===== config.mk =====
export PLATFORM = sky130hd
export DESIGN_NAME = rri_queue
export DESIGN_NICKNAME = d
export VERILOG_FILES = /design/src/hw/rtl/rri_pkg.sv /design/src/hw/rtl/rri_queue.sv
export SDC_FILE = /design/constraint.sdc
export NUM_CORES = 1
export LEC_CHECK = 0
export BUFFER_PORTS_ARGS = -buffer_cell sky130_fd_sc_hd__buf_4
export CORE_ASPECT_RATIO = 0.75
export CORE_MARGIN = 3
export CORE_UTILIZATION = 51
export CTS_CLUSTER_DIAMETER = 40
export DETAILED_ROUTE_END_ITERATION = 8
export PLACE_DENSITY = 0.75
export SLEW_MARGIN = 10
export SYNTH_ARGS = -nofsm -noshare
export SYNTH_HDL_FRONTEND = slang
export SYNTH_SLANG_ARGS = --single-unit

===== constraint.sdc =====
create_clock -name clk -period 8.6 [get_ports clk]
set_input_delay 1.29 -clock clk [delete_from_list [all_inputs] [get_ports clk]]
set_output_delay 1.29 -clock clk [all_outputs]
set_load 0.005 [all_outputs]

===== src/hw/rtl/rri_pkg.sv =====
// shared widths, register codes and beat structs for the ray rectangle intersect block
package rri_pkg;

    localparam int POS_W     = 21;
    localparam int DIR_W     = 18;
    localparam int AXIS_W    = 18;
    localparam int EXT_W     = 20;
    localparam int DIST_W    = 24;
    localparam int CFG_W     = 63;
    localparam int CFG_IDX_W = 3;
    localparam int IN_W      = 120;
    localparam int OUT_W     = 24;

    localparam int DIFF_W  = 22;
    localparam int CROSS_W = 37;
    localparam int NRM_W   = 22;
    localparam int ND_W    = 43;
    localparam int NQ_W    = 47;
    localparam int DA_W    = 38;
    localparam int DD_W    = 42;
    localparam int NUM_W   = 64;
    localparam int DEN_W   = 43;
    localparam int QUO_W   = 34;
    localparam int TQ_W    = 35;
    localparam int TD_W    = 53;
    localparam int PC_W    = 37;
    localparam int PS_W    = 56;
    localparam int S_W     = 40;
    localparam int SC_W    = 21;
    localparam int PM_W    = 59;
    localparam int ACC_W   = 62;
    localparam int T_W     = 30;

    localparam int QUEUE_DEPTH_DEF = 4;

    localparam logic [QUO_W-1:0] T_LIMIT = 34'h2_0000_0000;
    localparam logic signed [DIST_W-1:0] DIST_MAX = 24'sh7F_FFFF;
    localparam logic signed [DIST_W-1:0] DIST_MIN = 24'sh80_0000;

    typedef enum logic [CFG_IDX_W-1:0] {
        CFG_CENTER   = 3'd0,
        CFG_AXIS_H   = 3'd1,
        CFG_AXIS_V   = 3'd2,
        CFG_EXTENT_H = 3'd3,
        CFG_EXTENT_V = 3'd4
    } cfg_index_t;

    typedef struct packed {
        logic [3*POS_W-1:0]  center;
        logic [3*AXIS_W-1:0] axis_h;
        logic [3*AXIS_W-1:0] axis_v;
        logic [EXT_W-1:0]    ext_h;
        logic [EXT_W-1:0]    ext_v;
    } cfg_t;

    typedef struct packed {
        logic [2:0][DIFF_W-1:0] diff;
        logic [2:0][DIR_W-1:0]  d;
        logic [ND_W-1:0]        nd;
        logic [NQ_W-1:0]        nq;
        logic [DA_W-1:0]        dh;
        logic [DA_W-1:0]        dv;
        logic [DD_W-1:0]        dd;
        logic                   par;
    } front_item_t;

    typedef struct packed {
        logic [2:0][DIFF_W-1:0] diff;
        logic [2:0][DIR_W-1:0]  d;
        logic [DA_W-1:0]        dh;
        logic [DA_W-1:0]        dv;
        logic [DD_W-1:0]        dd;
        logic                   par;
        logic                   neg;
    } back_side_t;

endpackage


===== src/hw/rtl/rri_queue.sv =====
// short queue between the front and back pipelines
module rri_queue
#(
    parameter int DEPTH = rri_pkg::QUEUE_DEPTH_DEF
)
(
    input  logic                 clk,
    input  logic                 rst_n,
    input  logic                 wr_en,
    input  rri_pkg::front_item_t wr_item,
    output logic                 full,
    input  logic                 rd_en,
    output rri_pkg::front_item_t rd_item,
    output logic                 empty
);
    import rri_pkg::*;

    localparam int PTR_W = (DEPTH > 1) ? $clog2(DEPTH) : 1;
    localparam int CNT_W = $clog2(DEPTH + 1);
    localparam logic [PTR_W-1:0] LAST_PTR = PTR_W'(DEPTH - 1);
    localparam logic [CNT_W-1:0] FULL_CNT = CNT_W'(DEPTH);

    front_item_t      mem_reg [DEPTH];
    logic [PTR_W-1:0] wr_ptr_reg, wr_ptr_next;
    logic [PTR_W-1:0] rd_ptr_reg, rd_ptr_next;
    logic [CNT_W-1:0] cnt_reg, cnt_next;

    assign full    = (cnt_reg == FULL_CNT);
    assign empty   = (cnt_reg == '0);
    assign rd_item = mem_reg[rd_ptr_reg];

    always_comb
    begin
        wr_ptr_next = wr_ptr_reg;
        rd_ptr_next = rd_ptr_reg;
        if (wr_en)
        begin
            wr_ptr_next = (wr_ptr_reg == LAST_PTR) ? '0 : wr_ptr_reg + 1'b1;
        end
        if (rd_en)
        begin
            rd_ptr_next = (rd_ptr_reg == LAST_PTR) ? '0 : rd_ptr_reg + 1'b1;
        end
        case ({wr_en, rd_en})
            2'b10:   cnt_next = cnt_reg + 1'b1;
            2'b01:   cnt_next = cnt_reg - 1'b1;
            default: cnt_next = cnt_reg;
        endcase
    end

    always_ff @(posedge clk or negedge rst_n)
    begin
        if (!rst_n)
        begin
            wr_ptr_reg <= '0;
            rd_ptr_reg <= '0;
            cnt_reg    <= '0;
        end
        else
        begin
            wr_ptr_reg <= wr_ptr_next;
            rd_ptr_reg <= rd_ptr_next;
            cnt_reg    <= cnt_next;
        end
    end

    always_ff @(posedge clk)
    begin
        if (wr_en)
        begin
            mem_reg[wr_ptr_reg] <= wr_item;
        end
    end

`ifndef ASSERT_OFF
    a_no_push_full: assert property (@(posedge clk) disable iff (!rst_n) wr_en |-> !full)
        else $error("push into full queue");
    a_no_pop_empty: assert property (@(posedge clk) disable iff (!rst_n) rd_en |-> !empty)
        else $error("pop from empty queue");
    a_cnt_bound: assert property (@(posedge clk) disable iff (!rst_n) cnt_reg <= FULL_CNT)
        else $error("queue count beyond depth");
`endif

endmodule


### Yosys cells after proc, flatten, opt, wreduce, memory -nomap -nowiden

Memories as Yosys holds them, arrays and structs flattened.
Cells that the tools add are included.

* add/sub/neg operators: 4
* equality and inequality tests: 5
* mux-type cells: 5
* reduce and logical (&&, ||, !) cells: 2

Operators by type and width (number)
* $eq 2x2->1 const B: 3
* $pmux 3 s2: 1
* $add 2x1->2 const B: 2
* $mux 2: 2
* $add 3x1->3 const B: 1
* $eq 3x3->1 const B: 1
* $logic_not 3->1: 1
* $sub 3x1->3 const B: 1
* $eq 2x1->1 const B: 1
* $mux 1: 2
* $reduce_bool 2->1: 1

* bits in registers: 7
* bits in writable memories: 1316
* bits of input ports: 333
* output and inout bits: 331
* logic and storage cells: 20
* memories kept: 1

Memories
* mem_reg: depth 4, bits a word 329, read ports 1, clocked after Yosys merged registers in 0, write ports 1, line rri_queue.sv:23 `front_item_t mem_reg [DEPTH];`

### Depth between registers and ports, before layout

* word-level depth: 2
* gate-level depth with buffers: 7
* depth with buffers taken out: 7

### Worst setup path after synthesis

No wires, ideal clock.

* path type: input port to flip-flop
* start: input wr_en
* end: memory mem_reg[0][0] (netlist name), enable pin
* library setup time: 0.732 ns
* data arrival time: 8.703 ns
* required time: 7.868 ns
* path slack: -0.834 ns
* cell stages on the path: 1
* path buffers: 0
* cell sequence: and2_1

* longest elaborated chain between the ends: 2

Ends and longest elaborated chain
* start: declaration: line rri_queue.sv:9 `input logic wr_en,`
* $mux 1: line rri_queue.sv:69 `if (wr_en)`
* $mux 1 (implied by the code): line rri_queue.sv:71 `mem_reg[wr_ptr_reg] <= wr_item;`
* end: declaration: line rri_queue.sv:23

Every way passes these cells.

==> impl_metrics.env <==
export IMPL_detail_route_first_pass_iterations=5
export IMPL_rsz0062_at_grt="false"
export IMPL_largest_register_ffs=1316
export IMPL_die_h_um=271
export IMPL_relSlewSlack_pct=1.36
export IMPL_synth_seq_cells=1323
export IMPL_fin_crit_ps=5080
export IMPL_cp_arrival_ps=3790
export IMPL_crit_path_end_kind="primary output"
export IMPL_drt_initial_drc_count=2044
export IMPL_cts_path_max_buffers=3
export IMPL_total_power_mw=19.8
export IMPL_fp_row_count=96
export IMPL_synthMuxAreaShare_pct=15.5
export IMPL_worst_pin_slew_ps=1480
export IMPL_instances_no_fill=3836
export IMPL_clock_sinks=1323
export IMPL_p_leak_nw=19.8
export IMPL_num_io_pins=664
export IMPL_holdWs_ps=362
export IMPL_dieArea_um2=97700
export IMPL_avgSynthCellArea_um2=27.3
export IMPL_drive_above_1_share_pct=46.5
export IMPL_ys_types=20
export IMPL_wl_per_cell_um=26.0
export IMPL_hold_violations=0
export IMPL_place_area_um2=54100
export IMPL_dp_cells=3586
export IMPL_numCtsBuffers=132
export IMPL_layout_nets=2835
export IMPL_cap_violations=0
export IMPL_core_area_um2=92200
export IMPL_fmax_mhz=197
export IMPL_root_buffer="clkbuf_16"
export IMPL_drt_total_wl_mm=99.8
export IMPL_critical_path_buf_inv_count=3
export IMPL_cp_max_fo=119
export IMPL_area_growth_pct=22.1
export IMPL_drc=0
export IMPL_syn_inst=1757
export IMPL_cp_start_kind="flip-flop"
export IMPL_yosysWarnings=0
export IMPL_cts_resized=0
export IMPL_synthXorXnorAreaFrac_pct=0.0548
export IMPL_outcome="completed"
export IMPL_drv_slew=0
export IMPL_setup_violations=0
export IMPL_vias_per_cell=5.64
export IMPL_setup_worst_path_class="reg2out"
export IMPL_synth_compound_area_share_pct=0.0209
export IMPL_grt_pass1_vias=22902
export IMPL_r2r_slack_ps=5780
export IMPL_peakVddDrop_uv=320
export IMPL_grtUsageTotal_pct=20.5
export IMPL_min_period_over_period_pct=59.1
export IMPL_grt_remaining_overflow=0
export IMPL_ant_nets=0
export IMPL_final_common_cell="edfxtp_1"
export IMPL_initial_core_util_pct=51.9
export IMPL_path_clk_slew_ps=60
export IMPL_htreeDepth=4
export IMPL_cts_tree="done"
export IMPL_skew_ps=32.3
export IMPL_yosysSeqAreaShare_pct=82.8
export IMPL_grt_max_degree=154
export IMPL_yosys_area_share_adder_pct=0.198
export IMPL_yosysTopAreaCell="edfxtp_1"
export IMPL_numPortBuffers=663
export IMPL_clock_latency_ps=730
export IMPL_critical_path_required_ps=7310
export IMPL_syn_cell_area_um2=47900
export IMPL_synth_nets=2097
export IMPL_final_area_um2=58500
export IMPL_slowest_delay_ps=880
export IMPL_grt_pass1_wl_mm=149
export IMPL_setup_tns_final_ps=0
export IMPL_power_density_nw_per_um2=339
export IMPL_synthTopCellsByArea="edfxtp_1 (82%), mux4_2 (15%), buf_6 (0.78%), buf_2 (0.38%), dfrtp_1 (0.37%)"
export IMPL_crit_chain="buf_4 > buf_12 > mux4_2 > buf_4"
export IMPL_fp_dieW_um=360
export IMPL_antenna_found_initial=19
export IMPL_crit_path_top_delay_cell="dfrtp_4"
export IMPL_synth_top_family_by_area="multiplexers"
export IMPL_via_count=21626
export IMPL_synth_top_area_share_pct=82.5
export IMPL_crit_family="buffers and inverters"
export IMPL_synth_simple_gate_area_share_pct=0.112
export IMPL_cts_hold_buf=0
export IMPL_layout_common_cells="edfxtp_1 (1,316), buf_4 (665), mux4_2 (329)"
export IMPL_gp_congestion=0.768
export IMPL_place_hpwl_mm=59.9
export IMPL_hold_path_class="in2async"
export IMPL_post_cts_repair_setup_buffers=0
export IMPL_crit_path_frequent_cell="buf_4"
final cells by class:
| cell class | count | area [um^2] |
|---|---|---|
| multi-input combinational | 354 | 7640 |
| tap | 1225 | 1530 |
| timing repair buffer | 678 | 5250 |
| sequential | 1323 | 39700 |
| fill | 5965 | 33800 |
| clock buffer | 157 | 3480 |
| clock inverter | 80 | 823 |
| antenna | 13 | 32.5 |
| inverter | 6 | 22.5 |
stage by stage:
| stage | utilization (%) | worst slack, ps |
|---|---|---|
| 6_report | 63.4 | 3520 |
| 2_1_floorplan | - | 2820 |
| 4_1_cts | 63.4 | 3370 |
| 5_1_grt | 63.4 | 3150 |
| 3_3_place_gp | 58.7 | 4170 |
| 3_5_place_dp | 58.7 | 4170 |
worst paths after layout:
| check | from | to | cells after the start |
|---|---|---|---|
| max | rd_ptr_reg[0] | rd_item[154] | 4 |
| min | rst_n | cnt_reg[1] | 1 |
| max reg2reg | wr_ptr_reg[0] | mem_reg[2][195] | 4 |
| min reg2reg | cnt_reg[2] | cnt_reg[2] | 1 |
| max in group asynchronous | rst_n | rd_ptr_reg[0] | 1 |
| min in group clk | cnt_reg[2] | cnt_reg[2] | 1 |
cell families after synthesis:
logic type      Yosys count
buf+inv                  80
flops                  1323
compound gates            2
mux                     332
fa+ha+maj                 7
xor+xnor                  3
simple gates             10
report_power, final:
part / internal [mW] / switching [mW]
Combinational: 2.91 / 2.67
Sequential: 8.27 / 0.306
Clock: 3.29 / 2.37
Total: 14.5 / 5.34
metal layers:
layer	vias up	track usage (%)	part of all wire [%]
li1	9166	-	-
met1	11397	25.4	36
met2	889	33.3	51
met3	162	8.47	10
met4	12	6.82	2.7
met5	-	0	0.069
Yosys cell counts, drive strengths merged:
master     n
dfrtp      7
fa         1
nor3       1
clkbuf     5
xnor2      1
and2       4
or3        1
o21ai      2
nand2      1
mux4     329
ha         6
inv        6
and3       1
xor2       2
mux2       2
edfxtp  1316
mux2i      1
nor2       2
buf       69
No activity file was read; power rests on OpenSTA's default activity.
